**config.mk**
```make
export PLATFORM = sky130hd
export DESIGN_NAME = irc_params_byte_parser
export DESIGN_NICKNAME = d
export VERILOG_FILES = /design/src/rtl/core/ircp_pkg.sv /design/src/rtl/core/ircp_in_stage.sv /design/src/rtl/core/ircp_tagger.sv /design/src/rtl/core/ircp_out_stage.sv /design/src/rtl/core/irc_params_byte_parser.sv
export VERILOG_INCLUDE_DIRS = /design/src /design/src/rtl/core
export SDC_FILE = /design/constraint.sdc
export NUM_CORES = 1
export LEC_CHECK = 0
export ABC_AREA = 0
export ABC_CLOCK_PERIOD_IN_PS = 2200
export BUFFER_PORTS_ARGS = -buffer_cell sky130_fd_sc_hd__buf_4
export CAP_MARGIN = 20
export CORE_ASPECT_RATIO = 1.1
export CORE_MARGIN = 5
export CORE_UTILIZATION = 30
export CTS_CLUSTER_DIAMETER = 100
export CTS_CLUSTER_SIZE = 28
export DETAILED_ROUTE_END_ITERATION = 10
export PLACE_DENSITY = 0.57
export SETUP_SLACK_MARGIN = 0.15
export SLEW_MARGIN = 20
export SYNTH_ARGS = -nofsm -noshare
export SYNTH_HDL_FRONTEND = slang
export SYNTH_SLANG_ARGS = --single-unit
```
**constraint.sdc**
```tcl
create_clock -name clk -period 2.2 [get_ports clk]
set_input_delay 0.22 -clock clk [delete_from_list [all_inputs] [get_ports clk]]
set_output_delay 0.22 -clock clk [all_outputs]
set_load 0.02 [all_outputs]
```
**src/rtl/core/assert_macros.svh**
```systemverilog
// assertion macros shared by the irc parameter parser rtl
// expects a clock named clk and an active-high reset named rst in the using module
`ifndef ASSERT_MACROS_SVH
`define ASSERT_MACROS_SVH

// clocked assertion, disabled while reset is high
`define ASSERT_CLK(label, prop, msg) \
  label: assert property (@(posedge clk) disable iff (rst) (prop)) else $error(msg);

// clocked assertion that also holds through reset
`define ASSERT_ALWAYS(label, prop, msg) \
  label: assert property (@(posedge clk) (prop)) else $error(msg);

`endif

```
**src/rtl/core/ircp_pkg.sv**
```systemverilog
// package for the irc parameter parser: result type, mode and kind codes, octet classes
// no dependencies
package ircp_pkg;

  localparam int unsigned BYTE_W  = 8;
  localparam int unsigned INDEX_W = 4;
  localparam int unsigned KIND_W  = 2;
  localparam int unsigned OUT_LEN_W = 10;
  localparam int unsigned MODE_W  = 3;

  // parse modes
  localparam logic [MODE_W-1:0] MODE_LEAD        = 3'd0;
  localparam logic [MODE_W-1:0] MODE_AFTER_SPACE = 3'd1;
  localparam logic [MODE_W-1:0] MODE_MIDDLE      = 3'd2;
  localparam logic [MODE_W-1:0] MODE_TRAIL       = 3'd3;
  localparam logic [MODE_W-1:0] MODE_DONE        = 3'd4;

  // byte kinds
  localparam logic [KIND_W-1:0] KIND_SEP     = 2'd0;
  localparam logic [KIND_W-1:0] KIND_CONTENT = 2'd1;
  localparam logic [KIND_W-1:0] KIND_COLON   = 2'd2;
  localparam logic [KIND_W-1:0] KIND_NONE    = 2'd3;

  // special octets
  localparam logic [BYTE_W-1:0] CHAR_SPACE = 8'h20;
  localparam logic [BYTE_W-1:0] CHAR_COLON = 8'h3a;

  // middle count saturates here
  localparam logic [INDEX_W-1:0] COUNT_MAX = 4'hf;

  typedef struct packed {
    logic [BYTE_W-1:0]    byte_val;
    logic [INDEX_W-1:0]   field_index;
    logic [KIND_W-1:0]    byte_kind;
    logic [OUT_LEN_W-1:0] consumed_length;
    logic                 end_of_message;
  } ircp_result_t;

  // any octet except nul, cr, lf, space and colon
  function automatic logic is_legal(input logic [BYTE_W-1:0] c);
    return c inside {[8'h01:8'h09], [8'h0b:8'h0c], [8'h0e:8'h1f],
                     [8'h21:8'h39], [8'h3b:8'hff]};
  endfunction

  // octets allowed in the trailing parameter
  function automatic logic is_trail(input logic [BYTE_W-1:0] c);
    return is_legal(c) || (c == CHAR_COLON) || (c == CHAR_SPACE);
  endfunction

endpackage

```
**src/rtl/core/ircp_in_stage.sv**
```systemverilog
// input register of the irc parameter parser
// depends on ircp_pkg
module ircp_in_stage (
  input  logic                      clk,
  input  logic                      rst,
  input  logic                      in_valid,
  output logic                      in_ready,
  input  logic [ircp_pkg::BYTE_W-1:0] data_byte,
  input  logic                      message_end,
  input  logic                      advance,
  output logic                      held_valid,
  output logic [ircp_pkg::BYTE_W-1:0] held_byte,
  output logic                      held_end
);
  import ircp_pkg::*;

  // room when empty or when the held item moves on this cycle
  assign in_ready = !held_valid || advance;

  // valid flag
  always_ff @(posedge clk) begin
    if (rst) begin
      held_valid <= 1'b0;
    end else if (in_ready) begin
      held_valid <= in_valid;
    end
  end

  // payload
  always_ff @(posedge clk) begin
    if (in_ready && in_valid) begin
      held_byte <= data_byte;
      held_end  <= message_end;
    end
  end

endmodule

```
**src/rtl/core/ircp_tagger.sv**
```systemverilog
// parse state and per-byte classification of the irc parameter parser
// depends on ircp_pkg and assert_macros.svh
module ircp_tagger #(
  parameter int unsigned MAX_MIDDLE = 14,
  parameter int unsigned LEN_WIDTH  = 10
) (
  input  logic                      clk,
  input  logic                      rst,
  input  logic                      step,
  input  logic [ircp_pkg::BYTE_W-1:0] byte_in,
  input  logic                      end_in,
  output ircp_pkg::ircp_result_t    result
);
  import ircp_pkg::*;

  localparam logic [INDEX_W-1:0]   MaxMid = INDEX_W'(MAX_MIDDLE);
  localparam logic [LEN_WIDTH-1:0] LenMax = {LEN_WIDTH{1'b1}};

  logic [MODE_W-1:0]    mode, mode_next;
  logic [INDEX_W-1:0]   middle_count, middle_count_next;
  logic [LEN_WIDTH-1:0] length_count, length_next;
  logic [KIND_W-1:0]    kind;
  logic                 close_mid;
  logic                 at_lead;
  logic [MODE_W-1:0]    lead_mode;
  logic [KIND_W-1:0]    lead_kind;

  // a byte seen where a new parameter may start
  assign lead_mode = (byte_in == CHAR_SPACE) ? MODE_AFTER_SPACE : MODE_DONE;
  assign lead_kind = (byte_in == CHAR_SPACE) ? KIND_SEP : KIND_NONE;

  // mode transitions and byte kind
  always_comb begin
    close_mid = 1'b0;
    at_lead   = 1'b0;
    mode_next = mode;
    kind      = KIND_NONE;
    case (mode)
      MODE_LEAD: begin
        at_lead = 1'b1;
      end
      MODE_AFTER_SPACE: begin
        if (byte_in == CHAR_COLON) begin
          mode_next = MODE_TRAIL;
          kind      = KIND_COLON;
        end else if (middle_count < MaxMid) begin
          if (is_legal(byte_in)) begin
            mode_next = MODE_MIDDLE;
            kind      = KIND_CONTENT;
          end else begin
            close_mid = 1'b1;
            at_lead   = 1'b1;
          end
        end else if (is_trail(byte_in)) begin
          mode_next = MODE_TRAIL;
          kind      = KIND_CONTENT;
        end else begin
          mode_next = MODE_DONE;
        end
      end
      MODE_MIDDLE: begin
        if (is_legal(byte_in) || byte_in == CHAR_COLON) begin
          kind = KIND_CONTENT;
        end else begin
          close_mid = 1'b1;
          at_lead   = 1'b1;
        end
      end
      MODE_TRAIL: begin
        if (is_trail(byte_in)) begin
          kind = KIND_CONTENT;
        end else begin
          mode_next = MODE_DONE;
        end
      end
      default: begin
        mode_next = MODE_DONE;
      end
    endcase
    if (at_lead) begin
      mode_next = lead_mode;
      kind      = lead_kind;
    end
  end

  // middle count saturates, length saturates
  assign middle_count_next = (close_mid && middle_count != COUNT_MAX) ?
                             middle_count + 1'b1 : middle_count;
  assign length_next = (kind != KIND_NONE && length_count != LenMax) ?
                       length_count + 1'b1 : length_count;

  // result of the current byte
  always_comb begin
    result.byte_val        = byte_in;
    result.field_index     = (kind == KIND_NONE) ? '0 : middle_count_next;
    result.byte_kind       = kind;
    result.consumed_length = OUT_LEN_W'(length_next);
    result.end_of_message  = end_in;
  end

  // state registers, cleared after the last byte of a message
  always_ff @(posedge clk) begin
    if (rst) begin
      mode         <= MODE_LEAD;
      middle_count <= '0;
      length_count <= '0;
    end else if (step) begin
      if (end_in) begin
        mode         <= MODE_LEAD;
        middle_count <= '0;
        length_count <= '0;
      end else begin
        mode         <= mode_next;
        middle_count <= middle_count_next;
        length_count <= length_next;
      end
    end
  end

`include "assert_macros.svh"

  `ASSERT_CLK(a_end_clears, step && end_in |=> mode == MODE_LEAD && length_count == '0, "state not cleared after message end")
  `ASSERT_CLK(a_done_sticks, step && !end_in && mode == MODE_DONE |=> mode == MODE_DONE, "stopped parse resumed")
  `ASSERT_CLK(a_len_grows, step && !end_in |=> length_count >= $past(length_count), "length went backward")
  `ASSERT_ALWAYS(a_hold_idle, !rst && !$past(step) && !$past(rst) |-> $stable(mode) && $stable(length_count), "state moved without a byte")

endmodule

```
**src/rtl/core/ircp_out_stage.sv**
```systemverilog
// result register of the irc parameter parser
// depends on ircp_pkg
module ircp_out_stage (
  input  logic                    clk,
  input  logic                    rst,
  input  logic                    load_valid,
  input  ircp_pkg::ircp_result_t  load_data,
  input  logic                    out_ready,
  output logic                    out_valid,
  output logic                    advance,
  output ircp_pkg::ircp_result_t  data
);
  import ircp_pkg::*;

  // register may load when empty or being drained
  assign advance = !out_valid || out_ready;

  // valid flag
  always_ff @(posedge clk) begin
    if (rst) begin
      out_valid <= 1'b0;
    end else if (advance) begin
      out_valid <= load_valid;
    end
  end

  // payload
  always_ff @(posedge clk) begin
    if (advance && load_valid) begin
      data <= load_data;
    end
  end

endmodule

```
**src/rtl/core/irc_params_byte_parser.sv**
```systemverilog
// Tags each byte of an irc message parameter section as field separator, content, trailing
// colon or not consumed, one byte per clock while the output is not stalled by out_ready. An
// accepted byte passes an input register and then its tag is loaded into the result register,
// which drives out_valid; a byte can be accepted while the previous one is still in flight. The
// parse mode, middle count and length counter are updated as a byte moves into the result
// register. in_ready stays high while the result register is empty or being taken. State
// returns to its reset values after a byte with message_end set.
// depends on ircp_pkg, ircp_in_stage, ircp_tagger, ircp_out_stage
module irc_params_byte_parser #(
  parameter int unsigned MAX_MIDDLE = 14,
  parameter int unsigned LEN_WIDTH  = 10
) (
  input  logic                           clk,
  input  logic                           rst,
  input  logic                           in_valid,
  output logic                           in_ready,
  input  logic [ircp_pkg::BYTE_W-1:0]    data_byte,
  input  logic                           message_end,
  output logic                           out_valid,
  input  logic                           out_ready,
  output logic [ircp_pkg::BYTE_W-1:0]    byte_out,
  output logic [ircp_pkg::INDEX_W-1:0]   field_index,
  output logic [ircp_pkg::KIND_W-1:0]    byte_kind,
  output logic [ircp_pkg::OUT_LEN_W-1:0] consumed_length,
  output logic                           end_of_message
);
  import ircp_pkg::*;

  logic                held_valid;
  logic [BYTE_W-1:0]   held_byte;
  logic                held_end;
  logic                advance;
  ircp_result_t        tag;
  ircp_result_t        res;

  // input register
  ircp_in_stage u_in (
    .clk         (clk),
    .rst         (rst),
    .in_valid    (in_valid),
    .in_ready    (in_ready),
    .data_byte   (data_byte),
    .message_end (message_end),
    .advance     (advance),
    .held_valid  (held_valid),
    .held_byte   (held_byte),
    .held_end    (held_end)
  );

  // classification and parse state
  ircp_tagger #(
    .MAX_MIDDLE (MAX_MIDDLE),
    .LEN_WIDTH  (LEN_WIDTH)
  ) u_tag (
    .clk     (clk),
    .rst     (rst),
    .step    (held_valid && advance),
    .byte_in (held_byte),
    .end_in  (held_end),
    .result  (tag)
  );

  // result register
  ircp_out_stage u_out (
    .clk        (clk),
    .rst        (rst),
    .load_valid (held_valid),
    .load_data  (tag),
    .out_ready  (out_ready),
    .out_valid  (out_valid),
    .advance    (advance),
    .data       (res)
  );

  assign byte_out        = res.byte_val;
  assign field_index     = res.field_index;
  assign byte_kind       = res.byte_kind;
  assign consumed_length = res.consumed_length;
  assign end_of_message  = res.end_of_message;

endmodule

```
==> reports/results.txt, run 1 <==
failing checks = setup timing
critical path required time = 2.44 ns
ys flop type = edfxtp_1
fin cells = 443
Area Overhead vs Synth = 47.4%
Fmax = 410 MHz
crit path capture type = register
# hold bufs at CTS = 0
largest net degree at the start of global routing = 35
FF+latch count, synth = 53
clk_skew = 0.0114 ns
Synth top area share = 40.1%
diode count = 0
placed cell count = 418
DRC = 0
# fillers = 805
RePlAce Congestion = 0.804
worst hold path depth = 1
Least-Margin Pin Slew = 0.447 ns
Die W = 97.8 um
yosys warns = 0
sequential element share of the synthesized area = 55.1%
cell taking the most area after synthesis = edfxtp_1
drt pass-1 iters = 6
total grt overflow = 0
max_cap viols = 0
slew margin rel. = 70.2%
Post-Syn Area per Cell = 10.4 um^2
die footprint = 0.0104 mm^2
Die Y = 107 um
antenna violations before repair = 0
Mapped Area = 0.00254 mm^2
Initial Utilization = 30.6%
drt wl/cell = 14.0 um
RSZ-0062 raised after global routing = true
hpwl dp = 4180 um
routed wire length = 6190 um
H-tree Lvls = 2
Clock Path Buffers = 2
crit path max fanout = 7
Mapped Cells = 245
most common cell in the netlist = edfxtp_1
Distinct cells, synth = 45
vias in the first global route = 2111
outcome = finished with violations
routed vias/inst = 5.01
net count reported at finish = 346
share of layout cells above drive strength 1 = 42.8%
Clock Tree Root = clkbuf_8
core footprint = 0.00832 mm^2
clk_lat worst skew = 0.31 ns
top cells by area, synth = edfxtp_1 40%, dfxtp_1 15%, a21oi_1 3.1%, nor2_1 3.1%, nand3_1 2.6%
hold crit path type = in2reg
clock slew at reported path FFs = 0.10 ns
syn nets = 260
crit path kind = reg2reg
max-slew violations = 0
endpoints failing setup = 25
flop2flop setup slack = -0.24 ns
PnR Total Power = 1.83 mW
Lkg Pwr = 1.37 nW
hold slack = 0.0793 ns
CTS buffer count = 5
DR iter-0 viols = 106
worst reg-to-reg path cell count = 7
Startpoint Class = register
Tmin final = 2.44 ns
CTS tree = yes
global-route wire length before repair = 9930 um
Post-synth EDFFs = 34
commonest cells in the netlist = 34 x edfxtp_1, 21 x nor2_1, 19 x dfxtp_1
Critical Path AT = 2.68 ns
remaining antenna violation count = 0
Max rail drop VDD = 0.240 mV
Cell Rows = 35
Cell Pwr Density = 488 mW/mm^2
period utilization = 111%
port bufs = 39
DR vias = 2218
GRT Total Usage = 11.6%
I/O pin cnt = 40
post-place setup slack = -0.159 ns
final-report hold violation count = 0
Async SR Flop Fraction = 0%
fin worst setup slack = -0.237 ns
clk sinks = 53
## per-layer routing
layer	global-route usage, %	share of wire, %	up-vias
li1	-	-	1100
met1	14.2	43	1066
met2	20.4	53	46
met3	2.08	3.2	6
met4	4.06	1.3	0
met5	0	0	-
## critical path, cell delays in order, from the launching register on
cell and delay, ns:
edfxtp_1 0.45, nor4_4 0.43, nand4_1 0.14, a221o_1 0.33, o31a_2 0.15, o21a_4 0.24, or4_4 0.48, a31oi_1 0.14
## flip-flops by register name (all words and copies together) (netlist names)
register	cells
u_in.held_byte	8
u_in.held_end	1
u_in.held_valid	1
u_out.data	25
u_out.out_valid	1
u_tag.length_count	10
u_tag.middle_count	4
u_tag.mode	3
## kinds of logic (layout without fill, tap and decap cells)
group	Yosys count	in the layout	synth area share, %
flip-flops	53	53	55.1
multiplexers	1	1	0.442
adder cells (fa/ha/maj)	2	2	0.983
AND/OR/NAND/NOR	104	104	22.0
XOR/XNOR	9	9	3.10
AO/OA/AOI/OAI	62	62	16.3
buffers and inverters	14	101	2.16
## final timing paths
check | from | to
worst max-delay path | u_in.held_byte[0] | u_tag.length_count[9]
worst min-delay path | message_end | u_in.held_end
worst max register to register | u_in.held_byte[0] | u_tag.length_count[9]
worst min register to register | u_tag.length_count[1] | u_tag.length_count[1]
## power by group
| part | switching [mW] | leakage (nW) | internal [mW] |
|---|---|---|---|
| Sequential | 0.0219 | 0.471 | 1.09 |
| Combinational | 0.0938 | 0.851 | 0.0749 |
| Clock | 0.329 | 0.0455 | 0.221 |
| Total | 0.445 | 1.37 | 1.39 |
## stage by stage
step	setup TNS, ns	area (um^2)	utilization, %
floorplan	-0.157	2630	-
global placement	-1.04	3240	38.9
detailed placement	-2.00	3240	38.9
CTS	-1.49	3430	41.2
global route	-5.84	3750	45.1
finish	-2.77	3750	45.1
## cell usage in the layout (no fill, tap or decap), types with 3 or more instances in the layout
| master | count |
|---|---|
| buf_4 | 77 |
| edfxtp_1 | 34 |
| dfxtp_1 | 19 |
| nand2_1 | 16 |
| nor2_1 | 15 |
| a21oi_1 | 11 |
| nand2b_1 | 9 |
| buf_6 | 9 |
| nand3_1 | 8 |
| and3_1 | 7 |
| o21ai_0 | 7 |
| a31oi_1 | 6 |
| and2_1 | 6 |
| nor2b_1 | 5 |
| inv_1 | 5 |
| a21oi_2 | 5 |
| nand3_4 | 5 |
| clkbuf_8 | 5 |
| or3_1 | 4 |
| nand4_1 | 4 |
| nor3_2 | 4 |
| xnor2_2 | 4 |
| xor2_1 | 4 |
| nor3_1 | 3 |
| o21ai_1 | 3 |
| nor2_2 | 3 |
| nor2_4 | 3 |
| o31ai_1 | 3 |
## layout make-up
| cell class | count | area (um^2) | share of cell area (%) |
|---|---|---|---|
| clock inverters | 3 | 17.5 | 0.467 |
| well taps | 111 | 139 | 3.70 |
| flip-flops and latches | 53 | 1400 | 37.4 |
| repair buffers | 87 | 699 | 18.6 |
| multi-input cells | 178 | 1400 | 37.4 |
| inverters | 6 | 22.5 | 0.600 |
| clock buffers | 5 | 68.8 | 1.83 |
## repair_timing
item	in CTS	in global routing
gates resized for setup	15	44
endpoints found under the setup margin	31	31
buffers inserted	5	12
pin swaps	10	17
Power figures use the tool's default switching activity.
==> run 2, diff against run 1 <==
--- a/config.mk
+++ b/config.mk
@@ -10,13 +10,15 @@
 export ABC_CLOCK_PERIOD_IN_PS = 2200
 export BUFFER_PORTS_ARGS = -buffer_cell sky130_fd_sc_hd__buf_4
 export CAP_MARGIN = 20
+export CELL_PAD_IN_SITES_DETAIL_PLACEMENT = 0
+export CELL_PAD_IN_SITES_GLOBAL_PLACEMENT = 1
 export CORE_ASPECT_RATIO = 1.1
 export CORE_MARGIN = 5
 export CORE_UTILIZATION = 30
 export CTS_CLUSTER_DIAMETER = 100
 export CTS_CLUSTER_SIZE = 28
 export DETAILED_ROUTE_END_ITERATION = 10
-export PLACE_DENSITY = 0.57
+export PLACE_DENSITY = 0.68
 export SETUP_SLACK_MARGIN = 0.15
 export SLEW_MARGIN = 20
 export SYNTH_ARGS = -nofsm -noshare
==> reports/results.txt, run 2 (same netlist as run 1, synthesis figures left out) <==
Startpoint Class = register
critical path required time = 2.44 ns
H-tree Lvls = 2
post-place setup slack = -0.161 ns
Lkg Pwr = 1.39 nW
max-slew violations = 0
drt wl/cell = 13.9 um
hpwl dp = 4440 um
Largest regs = u_out.data x25, u_tag.length_count x10, u_in.held_byte x8
met2 GRT Util = 21.3%
diode count = 0
total grt overflow = 0
Clock Tree Root = clkbuf_8
fin worst setup slack = -0.138 ns
max FFs per register = 25
met1 usage in global routing = 14.2%
GRT Total Usage = 11.8%
Area Overhead vs Synth = 46.2%
Max rail drop VDD = 0.261 mV
most frequent cells in the layout = 87 x buf_4, 34 x edfxtp_1, 19 x dfxtp_1
Tmin final = 2.34 ns
clk_lat worst skew = 0.31 ns
RePlAce Congestion = 0.780
failing checks = setup timing
hold crit path type = in2reg
antenna violations before repair = 0
RSZ-0062 raised after global routing = true
I/O pin cnt = 40
Hold Path Sink = u_in.held_end
GR peak layer = met2
RR Endpoint = u_tag.length_count[9]
routed vias/inst = 4.97
Hold Startpoint = message_end
slew margin rel. = 66.4%
endpoints failing setup = 20
vias in the first global route = 2139
core footprint = 0.00832 mm^2
Least-Margin Pin Slew = 0.499 ns
port bufs = 39
most common cell after layout, fill and taps aside = buf_4
CTS tree = yes
PnR Total Power = 1.97 mW
DR iter-0 viols = 81
crit path max fanout = 7
die footprint = 0.0104 mm^2
CTS buffer count = 5
flop2flop setup slack = -0.14 ns
final-report hold violation count = 0
Fmax = 428 MHz
Initial Utilization = 30.6%
DR vias = 2240
period utilization = 106%
global-route wire length before repair = 10000 um
crit path kind = reg2reg
largest register by flop count = u_out.data
DRC = 0
worst reg-to-reg path cell count = 8
clk_skew = 0.00591 ns
Critical Path AT = 2.58 ns
max_cap viols = 0
outcome = finished with violations
largest net degree at the start of global routing = 20
Cell Rows = 35
Die Y = 107 um
drt pass-1 iters = 4
routed wire length = 6290 um
Cell Pwr Density = 530 mW/mm^2
crit path capture type = register
net count reported at finish = 354
clk sinks = 53
remaining antenna violation count = 0
M3 GR Usage = 2.02%
worst hold path depth = 1
Clock Path Buffers = 2
Worst R2R Start = u_in.held_byte[6]
clock slew at reported path FFs = 0.09 ns
share of layout cells above drive strength 1 = 41.5%
Die W = 97.8 um
run 2: changes by cell type in the layout (fill, tap and decap cells not counted), sizes merged:
cell,previous run,this run
clkbuf,5,8
clkinv,4,1
buf,87,94
bufinv,0,1
run 2: final cells by class:
class | count | area (um^2)
clock buffer | 7 | 86.3
fill | 823 | 4600
tap | 111 | 139
timing repair buffer | 95 | 737
inverter | 6 | 22.5
sequential | 53 | 1400
clock inverter | 1 | 30.0
multi-input combinational | 178 | 1310
run 2: worst max path at each step:
stage                           start                     to  slack, ns  cells past startpoint
floorplan           u_in.held_byte[6]          u_out.data[2]      -0.05                      7
global placement    u_in.held_byte[1]  u_tag.length_count[9]      -0.12                      7
detailed placement  u_in.held_byte[6]  u_tag.length_count[2]      -0.16                      8
CTS                 u_in.held_byte[2]  u_tag.length_count[9]      -0.15                      7
global route        u_in.held_byte[6]  u_tag.length_count[4]      -0.23                      9
finish              u_in.held_byte[6]  u_tag.length_count[9]      -0.14                      8
run 2: critical path, stage by stage, from the launching register on:
cell and delay (ns):
edfxtp_1 0.45, nor4_4 0.36, buf_4 0.19, o211ai_1 0.11, and3_1 0.19, and2_4 0.15, o21a_4 0.23, or4_1 0.47
a31oi_1 0.13
run 2: report_power, final:
| part | leakage (nW) | internal, mW | switching, mW |
|---|---|---|---|
| sequential | 0.471 | 1.09 | 0.0171 |
| clock | 0.0585 | 0.371 | 0.315 |
| combinational | 0.862 | 0.0804 | 0.100 |
| total | 1.39 | 1.54 | 0.433 |
run 2: metal layers:
metal  routed length [um]  vias to the layer above
met5                    0                        -
met4                   95                        0
met3                  180                        7
met2                 3260                       39
met1                 2750                     1084
li1                     -                     1110
run 2: what timing repair did:
item                       in CTS  in global routing
gates cloned                    0                  0
setup endpoints to repair      31                 31
pin swaps                      13                  7
buffers inserted               10                  8
resized for setup              21                 19
hold buffers                    0                  0
run 2: metrics by stage:
| stage | instance area (um^2) | util [%] | hold slack (ns) | setup TNS (ns) | std cells |
|---|---|---|---|---|---|
| after global placement | 3290 | 39.5 | 0.399 | -1.68 | 425 |
| after detailed placement | 3290 | 39.5 | 0.399 | -2.94 | 425 |
| final | 3720 | 44.7 | 0.0852 | -1.57 | 451 |
| after CTS | 3580 | 43.0 | 0.0764 | -1.43 | 443 |
| after global routing | 3720 | 44.7 | 0.0652 | -4.25 | 451 |
| after floorplan | 2630 | - | 0.319 | -0.157 | 245 |
==> run 3, diff against run 2 <==
--- a/config.mk
+++ b/config.mk
@@ -18,7 +18,9 @@
 export CTS_CLUSTER_DIAMETER = 100
 export CTS_CLUSTER_SIZE = 28
 export DETAILED_ROUTE_END_ITERATION = 10
+export GPL_ROUTABILITY_DRIVEN = 0
 export PLACE_DENSITY = 0.68
+export REMOVE_ABC_BUFFERS = 1
 export SETUP_SLACK_MARGIN = 0.15
 export SLEW_MARGIN = 20
 export SYNTH_ARGS = -nofsm -noshare
==> reports/results.txt, run 3 (same netlist as run 1, synthesis figures left out) <==
fin worst setup slack = -0.214 ns
CTS buffer count = 5
Internal = 1.51 mW
crit path max-delay cell type = edfxtp_1
routed wire length = 6290 um
antenna violations before repair = 0
largest net degree at the start of global routing = 26
DR vias = 2235
DRC = 0
critical path required time = 2.43 ns
global-route wire length before repair = 10100 um
Largest regs = u_out.data x25, u_tag.length_count x10, u_in.held_byte x8
Clock Power Share = 34.0%
Die Y = 107 um
clock slew at reported path FFs = 0.10 ns
M3 GR Usage = 1.69%
clk sinks = 53
I/O pin cnt = 40
total grt overflow = 0
remaining antenna violation count = 0
hpwl dp = 4330 um
diode count = 0
Clock Path Buffers = 2
routed vias/inst = 4.97
outcome = finished with violations
Startpoint Class = register
Critical Path AT = 2.65 ns
max FFs per register = 25
Die W = 97.8 um
slowest stage delay, CP = 0.45 ns
Cell Pwr Density = 520 mW/mm^2
Net Sw Frac = 22.5%
Area Overhead vs Synth = 47.5%
DR iter-0 viols = 79
share of layout cells above drive strength 1 = 41.9%
flop2flop setup slack = -0.21 ns
met2 GRT Util = 21.1%
Max rail drop VDD = 0.203 mV
GR peak layer = met2
Sequential Power Share = 56.9%
crit path capture type = register
Tmin final = 2.41 ns
final-report hold violation count = 0
largest register by flop count = u_out.data
Least-Margin Pin Slew = 0.418 ns
most common cell after layout, fill and taps aside = buf_4
drt pass-1 iters = 4
CTS tree = yes
net count reported at finish = 353
GRT Total Usage = 11.9%
drt wl/cell = 14.0 um
Fmax = 414 MHz
CP Cell Sequence = nor4_4 > buf_4 > o21ai_2 > a221o_1 > o31a_2 > o21a_4 > or4_4 > a31oi_1
max_cap viols = 0
H-tree Lvls = 2
most frequent cells in the layout = 81 x buf_4, 34 x edfxtp_1, 19 x dfxtp_1
period utilization = 110%
logic gate share of total power = 9.1%
hold crit path type = in2reg
RSZ-0062 raised after global routing = true
crit path kind = reg2reg
endpoints failing setup = 26
die footprint = 0.0104 mm^2
Lkg Pwr = 1.38 nW
failing checks = setup timing
# fillers = 805
max-slew violations = 0
final core occ = 45.1%
crit path max fanout = 6
Initial Utilization = 30.6%
clk_lat worst skew = 0.31 ns
Clock Tree Root = clkbuf_8
clk_skew = 0.0102 ns
vias in the first global route = 2171
setup_tns = -2.54 ns
core footprint = 0.00832 mm^2
met1 usage in global routing = 14.3%
slew margin rel. = 72.1%
NetSw = 440 uW
port bufs = 39
Cell Rows = 35
# hold bufs at CTS = 0
[run 3: what timing repair did]
action	CTS	global route
pin swaps	21	26
setup buffers	7	10
setup endpoints to repair	31	31
resized for setup	35	31
[run 3: path summary, 6_finish.rpt]
path	to	start	depth (start not counted)
max	u_tag.length_count[9]	u_in.held_byte[0]	8
min	u_in.held_byte[4]	data_byte[4]	1
max reg2reg	u_tag.length_count[9]	u_in.held_byte[0]	8
min reg2reg	u_tag.mode[1]	u_tag.mode[1]	2
[run 3: layer usage]
| layer | part of all wire (%) | vias to the layer above |
|---|---|---|
| met1 | 42 | 1056 |
| met5 | 0 | - |
| li1 | - | 1108 |
| met3 | 4.0 | 15 |
| met2 | 51 | 56 |
| met4 | 2.4 | 0 |
[run 3: cell type report]
type,count,area [um^2],area share (%)
clock buffer,6,72.6,1.93
clock inverter,2,38.8,1.03
inverter,6,22.5,0.600
multi-input combinational,178,1330,35.3
sequential,53,1400,37.3
tap,111,139,3.70
timing repair buffer,94,754,20.1
[run 3: metrics by stage]
step	instance area (um^2)	hold slack, ns	instances	total power, mW	setup WS (ns)
after global routing	3750	0.0654	450	2.03	-0.322
after floorplan	2510	0.289	237	1.20	-0.456
after detailed placement	3230	0.399	425	1.29	-0.337
after global placement	3230	0.398	425	1.29	-0.258
final	3750	0.0820	450	1.95	-0.214
after CTS	3530	0.0721	440	1.96	-0.178
[run 3: worst max-delay path, delay by kind of cell, from the launching register on]
kind            cells  cell delay [ns]
buf+inv             1             0.18
flops               1             0.45
compound gates      5             0.93
simple gates        2             0.78
[run 3: power by group through the flow]
stage	Sequential (mW)	Clock [mW]	Combinational, mW
after detailed placement	1.13	0	0.156
final	1.11	0.664	0.177
after global placement	1.13	0	0.156
after CTS	1.11	0.688	0.164
after floorplan	1.15	0	0.0447
after global routing	1.11	0.724	0.189
